<file path="src/hdl/rrkvc_pkg.sv">
// Package for the random replacement key-value cache.
// Holds the word types, the access mode codes and the shared constants.
// No dependencies; every other file in hdl uses it by scoped names.
package rrkvc_pkg;

   // Default number of entry slots in the store.
   localparam int MAX_ENTRIES_DEFAULT = 16;

   // Width of the capacity register and its reset value.
   localparam int CAP_W = 5;
   localparam logic [CAP_W-1:0] CAP_RESET = 5'd16;

   // Victim generator: 16-bit Galois LFSR, x^16+x^14+x^13+x^11+1.
   localparam int LFSR_W = 16;
   localparam logic [LFSR_W-1:0] LFSR_SEED = 16'hACE1;
   localparam logic [LFSR_W-1:0] LFSR_TAPS = 16'hB400;

   // Width of keys and values, and what a get miss returns.
   localparam int DATA_W = 32;
   localparam logic signed [DATA_W-1:0] MISS_VALUE = -32'sd1;

   typedef enum logic {
      MODE_GET = 1'b0,
      MODE_PUT = 1'b1
   } mode_type;

   typedef struct packed {
      mode_type                  mode;
      logic signed [DATA_W-1:0]  lookup_key;
      logic signed [DATA_W-1:0]  write_value;
   } req_type;

   typedef struct packed {
      logic                      found;
      logic signed [DATA_W-1:0]  read_value;
      logic                      evicted;
      logic signed [DATA_W-1:0]  evicted_key;
   } rsp_type;

   // Write command from the access control to the entry store.
   typedef struct packed {
      logic write_en;
      logic fill_inc;
   } store_ctl_type;

   // Lookup status from the entry store.
   typedef struct packed {
      logic                      hit;
      logic signed [DATA_W-1:0]  hit_value;
      logic signed [DATA_W-1:0]  victim_key;
   } store_status_type;

endpackage

</file>
<file path="src/hdl/random_replacement_kv_cache_core.sv">
// Top level of the random replacement key-value cache.
// Instantiates rrkvc_entry_store and rrkvc_victim_gen; uses rrkvc_pkg.
//
//   Channel  Ports                                   Direction  Word
//   request  req_valid, req_stall, req_word          in         rrkvc_pkg::req_type
//   response rsp_valid, rsp_stall, rsp_word          out        rrkvc_pkg::rsp_type
//   config   csr_write_enable, csr_write_data        in         capacity_ff
//
// One access per cycle while the output does not stall: a word accepted at an
// edge is held in the input register and compared against all slots; at the
// edge the output register takes it, it is applied and its response registered.
// Synchronous active-high reset empties both registers, clears the fill count,
// seeds the LFSR and sets the capacity to 16; slot contents are left as they are.
// A stalled response word holds the output register; with the input register
// also full, req_stall follows rsp_stall in the same cycle.
module random_replacement_kv_cache_core #(
   parameter int MAX_ENTRIES = rrkvc_pkg::MAX_ENTRIES_DEFAULT
) (
   input  logic                          clock,
   input  logic                          reset,
   input  logic                          req_valid,
   output logic                          req_stall,
   input  rrkvc_pkg::req_type            req_word,
   output logic                          rsp_valid,
   input  logic                          rsp_stall,
   output rrkvc_pkg::rsp_type            rsp_word,
   input  logic                          csr_write_enable,
   input  logic [rrkvc_pkg::CAP_W-1:0]   csr_write_data
);

   localparam int IDX_W     = (MAX_ENTRIES > 1) ? $clog2(MAX_ENTRIES) : 1;
   localparam int CNT_W     = $clog2(MAX_ENTRIES + 1);
   localparam int CAP_EXT_W = (CNT_W > rrkvc_pkg::CAP_W) ? CNT_W : rrkvc_pkg::CAP_W;

   // Input register.
   logic                         req_valid_ff;
   logic                         req_valid_in;
   rrkvc_pkg::req_type           req_ff;

   // Output register.
   logic                         rsp_valid_ff;
   logic                         rsp_valid_in;
   rrkvc_pkg::rsp_type           rsp_ff;
   rrkvc_pkg::rsp_type           rsp_in;

   // Capacity register.
   logic [rrkvc_pkg::CAP_W-1:0]  capacity_ff;
   logic [rrkvc_pkg::CAP_W-1:0]  capacity_in;

   logic [CAP_EXT_W-1:0]         capacity_ext;
   logic [CNT_W-1:0]             capacity_eff;
   logic                         advance;
   logic                         fire;
   logic                         room;
   logic                         evict;
   logic [IDX_W-1:0]             victim_index;
   logic [IDX_W-1:0]             hit_index;
   logic [IDX_W-1:0]             write_index;
   logic [CNT_W-1:0]             fill_count;
   rrkvc_pkg::store_ctl_type     store_ctl;
   rrkvc_pkg::store_status_type  store_status;

   // The output register can take a new word when it is empty or its word
   // leaves at this edge. The held access is processed at that same edge.
   assign advance   = !rsp_valid_ff || !rsp_stall;
   assign fire      = req_valid_ff && advance;
   assign req_stall = req_valid_ff && !advance;

   // Capacity of zero acts as one; anything above the slot count acts as the
   // slot count.
   always_comb begin
      capacity_ext = CAP_EXT_W'(capacity_ff);
      if (capacity_ext == '0) begin
         capacity_eff = CNT_W'(1);
      end else if (capacity_ext > CAP_EXT_W'(MAX_ENTRIES)) begin
         capacity_eff = CNT_W'(MAX_ENTRIES);
      end else begin
         capacity_eff = capacity_ext[CNT_W-1:0];
      end
   end

   assign room = fill_count < capacity_eff;

   // Decide the response and the store update for the held access. A put
   // always writes: at the hit slot, at the next free slot, or at the victim.
   // A free slot index is below the capacity and so fits the index width.
   always_comb begin
      store_ctl          = '0;
      evict              = 1'b0;
      write_index        = hit_index;
      rsp_in.found       = store_status.hit;
      rsp_in.read_value  = '0;
      rsp_in.evicted     = 1'b0;
      rsp_in.evicted_key = '0;
      case (req_ff.mode)
         rrkvc_pkg::MODE_GET: begin
            rsp_in.read_value = store_status.hit ? store_status.hit_value
                                                 : rrkvc_pkg::MISS_VALUE;
         end
         rrkvc_pkg::MODE_PUT: begin
            store_ctl.write_en = fire;
            if (!store_status.hit) begin
               if (room) begin
                  store_ctl.fill_inc = 1'b1;
                  write_index        = fill_count[IDX_W-1:0];
               end else begin
                  evict              = fire;
                  write_index        = victim_index;
                  rsp_in.evicted     = 1'b1;
                  rsp_in.evicted_key = store_status.victim_key;
               end
            end
         end
         default: begin
            store_ctl = '0;
         end
      endcase
   end

   rrkvc_entry_store #(
      .MAX_ENTRIES (MAX_ENTRIES),
      .IDX_W       (IDX_W),
      .CNT_W       (CNT_W)
   ) u_store (
      .clock        (clock),
      .reset        (reset),
      .lookup_key   (req_ff.lookup_key),
      .victim_index (victim_index),
      .ctl          (store_ctl),
      .write_index  (write_index),
      .write_value  (req_ff.write_value),
      .status       (store_status),
      .hit_index    (hit_index),
      .fill_count   (fill_count)
   );

   rrkvc_victim_gen #(
      .MAX_ENTRIES (MAX_ENTRIES),
      .IDX_W       (IDX_W),
      .CNT_W       (CNT_W)
   ) u_victim (
      .clock        (clock),
      .reset        (reset),
      .capacity     (capacity_eff),
      .advance      (evict),
      .victim_index (victim_index)
   );

   // The input register loads whenever it is not stalled.
   assign req_valid_in = req_stall ? req_valid_ff : req_valid;

   always_ff @(posedge clock) begin
      if (!req_stall) begin
         req_ff <= req_word;
      end
   end

   assign rsp_valid_in = advance ? req_valid_ff : rsp_valid_ff;

   always_ff @(posedge clock) begin
      if (fire) begin
         rsp_ff <= rsp_in;
      end
   end

   assign capacity_in = csr_write_enable ? csr_write_data : capacity_ff;

   always_ff @(posedge clock) begin
      if (reset) begin
         req_valid_ff <= 1'b0;
         rsp_valid_ff <= 1'b0;
         capacity_ff  <= rrkvc_pkg::CAP_RESET;
      end else begin
         req_valid_ff <= req_valid_in;
         rsp_valid_ff <= rsp_valid_in;
         capacity_ff  <= capacity_in;
      end
   end

   assign rsp_valid = rsp_valid_ff;
   assign rsp_word  = rsp_ff;

`ifndef NO_ASSERTIONS
   a_evict_is_miss: assert property (@(posedge clock) disable iff (reset)
      rsp_valid_ff |-> !(rsp_ff.found && rsp_ff.evicted))
      else $error("response reports both a hit and an eviction");

   a_evict_only_full: assert property (@(posedge clock) disable iff (reset)
      evict |-> !room && !store_status.hit && req_ff.mode == rrkvc_pkg::MODE_PUT)
      else $error("eviction with a free slot or on a hit");

   a_fire_fills_output: assert property (@(posedge clock) disable iff (reset)
      fire |=> rsp_valid_ff)
      else $error("processed access left no response");
`endif

endmodule

</file>
<file path="src/hdl/rrkvc_entry_store.sv">
// Entry store of the random replacement key-value cache: key and value
// registers, fill count, parallel key compare and the read selects.
// Depends on rrkvc_pkg.
module rrkvc_entry_store #(
   parameter int MAX_ENTRIES = rrkvc_pkg::MAX_ENTRIES_DEFAULT,
   parameter int IDX_W       = (MAX_ENTRIES > 1) ? $clog2(MAX_ENTRIES) : 1,
   parameter int CNT_W       = $clog2(MAX_ENTRIES + 1)
) (
   input  logic                                   clock,
   input  logic                                   reset,
   input  logic signed [rrkvc_pkg::DATA_W-1:0]    lookup_key,
   input  logic [IDX_W-1:0]                       victim_index,
   input  rrkvc_pkg::store_ctl_type               ctl,
   input  logic [IDX_W-1:0]                       write_index,
   input  logic signed [rrkvc_pkg::DATA_W-1:0]    write_value,
   output rrkvc_pkg::store_status_type            status,
   output logic [IDX_W-1:0]                       hit_index,
   output logic [CNT_W-1:0]                       fill_count
);

   logic signed [rrkvc_pkg::DATA_W-1:0] keys_ff   [MAX_ENTRIES];
   logic signed [rrkvc_pkg::DATA_W-1:0] values_ff [MAX_ENTRIES];
   logic [CNT_W-1:0]                    fill_ff;
   logic [CNT_W-1:0]                    fill_in;
   logic [MAX_ENTRIES-1:0]              match_vec;
   logic [IDX_W-1:0]                    hit_index_or;
   logic signed [rrkvc_pkg::DATA_W-1:0] hit_value_or;

   // Keys are unique among held slots, so at most one slot matches and the
   // index and value can be built as a plain OR over the matching slot.
   always_comb begin
      hit_index_or = '0;
      hit_value_or = '0;
      for (int i = 0; i < MAX_ENTRIES; i++) begin
         match_vec[i] = (CNT_W'(i) < fill_ff) && (keys_ff[i] == lookup_key);
         if (match_vec[i]) begin
            hit_index_or = hit_index_or | IDX_W'(i);
            hit_value_or = hit_value_or | values_ff[i];
         end
      end
   end

   assign status.hit        = |match_vec;
   assign status.hit_value  = hit_value_or;
   assign status.victim_key = keys_ff[victim_index];
   assign hit_index         = hit_index_or;
   assign fill_count        = fill_ff;

   always_ff @(posedge clock) begin
      if (ctl.write_en) begin
         keys_ff[write_index]   <= lookup_key;
         values_ff[write_index] <= write_value;
      end
   end

   always_comb begin
      fill_in = fill_ff;
      if (ctl.write_en && ctl.fill_inc) begin
         fill_in = fill_ff + CNT_W'(1);
      end
   end

   always_ff @(posedge clock) begin
      if (reset) begin
         fill_ff <= '0;
      end else begin
         fill_ff <= fill_in;
      end
   end

`ifndef NO_ASSERTIONS
   a_unique_match: assert property (@(posedge clock) disable iff (reset)
      $onehot0(match_vec))
      else $error("more than one held slot matches the key");

   a_fill_bound: assert property (@(posedge clock) disable iff (reset)
      fill_ff <= CNT_W'(MAX_ENTRIES))
      else $error("fill count beyond the number of slots");

   a_fill_step: assert property (@(posedge clock) disable iff (reset)
      ctl.write_en && ctl.fill_inc |=> fill_ff == $past(fill_ff) + CNT_W'(1))
      else $error("fill count did not advance on a fill");
`endif

endmodule

</file>
<file path="src/hdl/rrkvc_victim_gen.sv">
// Victim generator of the random replacement key-value cache: the LFSR and
// the scaling of its value onto the effective capacity.
// Depends on rrkvc_pkg.
module rrkvc_victim_gen #(
   parameter int MAX_ENTRIES = rrkvc_pkg::MAX_ENTRIES_DEFAULT,
   parameter int IDX_W       = (MAX_ENTRIES > 1) ? $clog2(MAX_ENTRIES) : 1,
   parameter int CNT_W       = $clog2(MAX_ENTRIES + 1)
) (
   input  logic               clock,
   input  logic               reset,
   input  logic [CNT_W-1:0]   capacity,
   input  logic               advance,
   output logic [IDX_W-1:0]   victim_index
);

   localparam int PROD_W = rrkvc_pkg::LFSR_W + CNT_W;

   logic [rrkvc_pkg::LFSR_W-1:0] lfsr_ff;
   logic [rrkvc_pkg::LFSR_W-1:0] lfsr_in;
   logic [PROD_W-1:0]            product;

   // The scaled value is below the capacity, which never exceeds the slot
   // count, so the low bits of the upper part are the whole index.
   assign product      = PROD_W'(lfsr_ff) * PROD_W'(capacity);
   assign victim_index = product[rrkvc_pkg::LFSR_W +: IDX_W];

   always_comb begin
      lfsr_in = lfsr_ff;
      if (advance) begin
         lfsr_in = {1'b0, lfsr_ff[rrkvc_pkg::LFSR_W-1:1]};
         if (lfsr_ff[0]) begin
            lfsr_in = lfsr_in ^ rrkvc_pkg::LFSR_TAPS;
         end
      end
   end

   always_ff @(posedge clock) begin
      if (reset) begin
         lfsr_ff <= rrkvc_pkg::LFSR_SEED;
      end else begin
         lfsr_ff <= lfsr_in;
      end
   end

`ifndef NO_ASSERTIONS
   a_lfsr_nonzero: assert property (@(posedge clock) disable iff (reset)
      lfsr_ff != '0)
      else $error("LFSR reached the all-zero lockup state");

   a_lfsr_moves: assert property (@(posedge clock) disable iff (reset)
      advance |=> lfsr_ff != $past(lfsr_ff))
      else $error("LFSR did not move on an eviction");

   a_lfsr_holds: assert property (@(posedge clock) disable iff (reset)
      !advance |=> lfsr_ff == $past(lfsr_ff))
      else $error("LFSR moved without an eviction");
`endif

endmodule
</file>
<file path="config.mk">
export PLATFORM = sky130hd
export DESIGN_NAME = random_replacement_kv_cache_core
export DESIGN_NICKNAME = d
export VERILOG_FILES = /design/src/hdl/rrkvc_pkg.sv /design/src/hdl/random_replacement_kv_cache_core.sv /design/src/hdl/rrkvc_entry_store.sv /design/src/hdl/rrkvc_victim_gen.sv
export SDC_FILE = /design/constraint.sdc
export NUM_CORES = 2
export LEC_CHECK = 0
export BUFFER_PORTS_ARGS = -buffer_cell sky130_fd_sc_hd__buf_2
export CORE_UTILIZATION = 63
export CTS_BUF_LIST = sky130_fd_sc_hd__clkbuf_8
export DETAILED_ROUTE_END_ITERATION = 8
export PLACE_DENSITY = 0.85
export SLEW_MARGIN = 5
export SYNTH_ARGS = -nofsm -noshare
export SYNTH_HDL_FRONTEND = slang
export SYNTH_SLANG_ARGS = --single-unit
export TNS_END_PERCENT = 1
</file>
<file path="constraint.sdc">
create_clock -name clock -period 14.8 [get_ports clock]
set_input_delay 1.48 -clock clock [delete_from_list [all_inputs] [get_ports clock]]
set_output_delay 1.48 -clock clock [all_outputs]
set_load 0.01 [all_outputs]
</file>
==> impl_metrics.csv <==
group,metric,value,unit
drt,drtIter0Drc,5811,
drt,route.antenna.remaining_nets,0,
placement,portBuffers,142,
floorplanning,dieArea,83540,sq um
synthesis,async_flop_share,0,
synthesis,synth_commonest_cells,"1155 x edfxtp_1, 447 x xor2_1, 228 x mux2i_1",
power_and_ir_drop,p_int,5.203,mW
power_and_ir_drop,seqPwrFrac,0.528,
global_route,grt_max_degree,120,
synthesis,synth_edf_count,1155,
power_and_ir_drop,sw_frac_of_total,0.2681,
clock_tree,cts_tree,"built",
synthesis,yosys-top-cells-area,"edfxtp_1 67%, xor2_1 7.5%, mux2i_1 4.4%",
placement,dp.final_hpwl,86.94,mm
worst_setup_path,crit_path_end_kind,"register",
layout,nNetsFinal,3779,
placement,place_area,53880,sq um
sta,worstMarginPinSlew,1261,ps
worst_setup_path,worstPathMaxFanout,57,
synthesis,syn_avg_cell_area,15.11,sq um
placement,dp_cells,4508,
layout,drive_gt1_frac,0.1339,
sta,period_share,0.6007,
worst_setup_path,arrival,9350,ps
sta,setup-tns-final,0,ps
global_route,grtUsageTotal,0.3556,
power_and_ir_drop,power_density,124.1,nW/um^2
clock_tree,clk_latency,900,ps
clock_tree,cts_resized,0,
layout,design_area,57270,sq um
floorplanning,rows,104,
clock_tree,cts_buffer_depth,3,
run,cap_violations,0,
clock_tree,ctsHoldBuffers,0,
floorplanning,dieHeight,289.0,microns
floorplanning,initial_utilization,0.6402,
synthesis,syn_inst,3435,
status,violations,"design-rule violations",
global_route,antenna_found_initial,5,
synthesis,syn_nets,3581,
drt,route.detailed.drc,2,
sta,slew_violations,0,
placement,dpl_worst_slack,6037,ps
floorplanning,coreArea,81070,sq um
worst_setup_path,startpoint_type,"register",
drt,vias_per_cell,6.967,
status,status,"complete, but fails checks",
drt,vias,33670,
floorplanning,dieWidth,289.0,microns
worst_setup_path,worstSetupPathType,"reg -> reg",
synthesis,netlist_area,51900,sq um
synthesis,yosysTopAreaCellShare,0.6682,
sta,fin_ws,5910,ps
power_and_ir_drop,switching_power,1.906,mW
synthesis,yosysMostFrequentCell,"edfxtp_1",
synthesis,ys.flop_type,"edfxtp_1",
clock_tree,htree_num_levels,4,
layout,stdcell_count,4833,
drt,wl_per_cell,30.81,microns
power_and_ir_drop,pwr-share-clk,0.362,
sta,setup_viol,0,
sta,fmax,0.1125,GHz
global_route,grt_pass1_wl,213.9,mm
drt,firstDrtPassIters,9,
power_and_ir_drop,power.share.combinational,0.110,
power_and_ir_drop,p_leak,20.29,nW
synthesis,synth_seq_cells,1183,
clock_tree,clock-sinks,1183,
layout,final_util,0.7065,
layout,area_delta_synth_final,10.35,%
sta,finClkSkew,86.08,ps
drt,wl,148.9,mm
sta,finalHoldViolCount,0,
sta,fin_crit,8890,ps
synthesis,synth_seq_area_share,0.6790,
synthesis,synth_area_leader_cell,"edfxtp_1",
clock_tree,cts-root-buf,"clkbuf_8",
worst_hold_path,min_path_type,"reg -> reg",
sta,rsz0062_at_grt,"no",
clock_tree,cts_setup_buffers,0,
worst_setup_path,required,15260,ps
power_and_ir_drop,vdd_drop_max,0.00008976,V
synthesis,synth-warning-count,0,
global_route,grt_pass1_vias,32560,
floorplanning,io_pins,143,
synthesis,synth_cell_types,68,
clock_tree,clk_pin_slew,70,ps
global_route,gr-total-overflow,0,
placement,place.gp.congestion,0.9643,
clock_tree,cts_buffers,183,
sta,relSlewSlack,0.1582,
==> worst paths after layout <==
| check | startpoint | end | slack (ps) | cells after the start |
|---|---|---|---|---|
| setup / recovery | capacity_ext[4] | u_store.keys_ff[14][5] | 5910 | 18 |
| hold / removal | capacity_ext[2] | capacity_ext[2] | 530 | 2 |
| setup reg to reg | capacity_ext[4] | u_store.keys_ff[14][5] | 5910 | 18 |
| hold reg to reg | capacity_ext[2] | capacity_ext[2] | 530 | 2 |
==> area by class of cell <==
type,count,area [sq um]
multi-input cells,1984,15690
fillers,4918,23790
clock buffers,183,2519
flip-flops and latches,1183,35240
diodes,2,5.005
well taps,1060,1326
inverters,47,176.4
repair buffers,234,1439
clock inverters,140,872.1
==> sequential cells by signal, summed over array words and instances (netlist names) <==
| name | cells |
|---|---|
| req_valid_ff | 1 |
| rsp_word | 66 |
| req_ff | 65 |
| capacity_ext | 5 |
| u_store.values_ff | 512 |
| u_victim.lfsr_ff | 16 |
| u_store.fill_count | 5 |
| rsp_valid | 1 |
| u_store.keys_ff | 512 |
==> kinds of logic after synthesis <==
group                      count (synthesis)  synth area share
adders and majority gates                 71           0.02290
AOI/OAI and AO/OA                        530           0.07753
xor gates and xnor gates                 524           0.08842
buffers and inverters                    268           0.02391
DFF                                     1183            0.6790
muxes                                    228           0.04397
and+or+nand+nor                          631           0.06424
==> cells in the final DEF (no fill, tap or decap), types with 76 or more instances in the layout <==
cell and instances:
mux2i_1 228, buf_4 89, edfxtp_1 1155, nand2_1 220, xnor2_1 76, clkbuf_8 183
inv_1 106, a22oi_1 94, buf_2 142, xor2_1 445, nor4_1 107, a21oi_1 87
==> metal layers <==
| metal | vias up | global-route usage | share of wire |
|---|---|---|---|
| li1 | 13710 | - | - |
| met1 | 16400 | 0.4782 | 0.35 |
| met2 | 3008 | 0.5297 | 0.45 |
| met3 | 552 | 0.09756 | 0.14 |
| met4 | 6 | 0.1957 | 0.056 |
| met5 | - | 0 | 0.00023 |
==> critical path: stages, from the launching register on <==
cell	delay [ps]
dfxtp_1	520
nor2b_1	1040
nand2_1	190
fa_1	570
inv_1	50
fa_1	510
fa_1	430
ha_1	340
a21o_1	210
a221o_1	390
a2111oi_4	370
o31ai_2	220
a21oi_1	420
xor2_4	110
buf_4	300
a211oi_1	410
o21ai_1	390
nor4_2	1020
buf_4	860
==> through the flow <==
stage	hold WS, ps	power [mW]
after floorplan	452.7	4.310
after global placement	495.8	4.555
after detailed placement	511.8	4.568
after CTS	527.5	7.085
after global routing	561.9	7.277
final	528.9	7.108
==> power groups by stage <==
stage	Sequential (mW)	Combinational (mW)	Clock [mW]
detailed placement	3.82	0.744	0
CTS	3.76	0.751	2.58
global placement	3.82	0.733	0
floorplan	3.83	0.482	0
global route	3.76	0.804	2.71
finish	3.76	0.780	2.57
No activity file was read; power rests on OpenSTA's default activity.
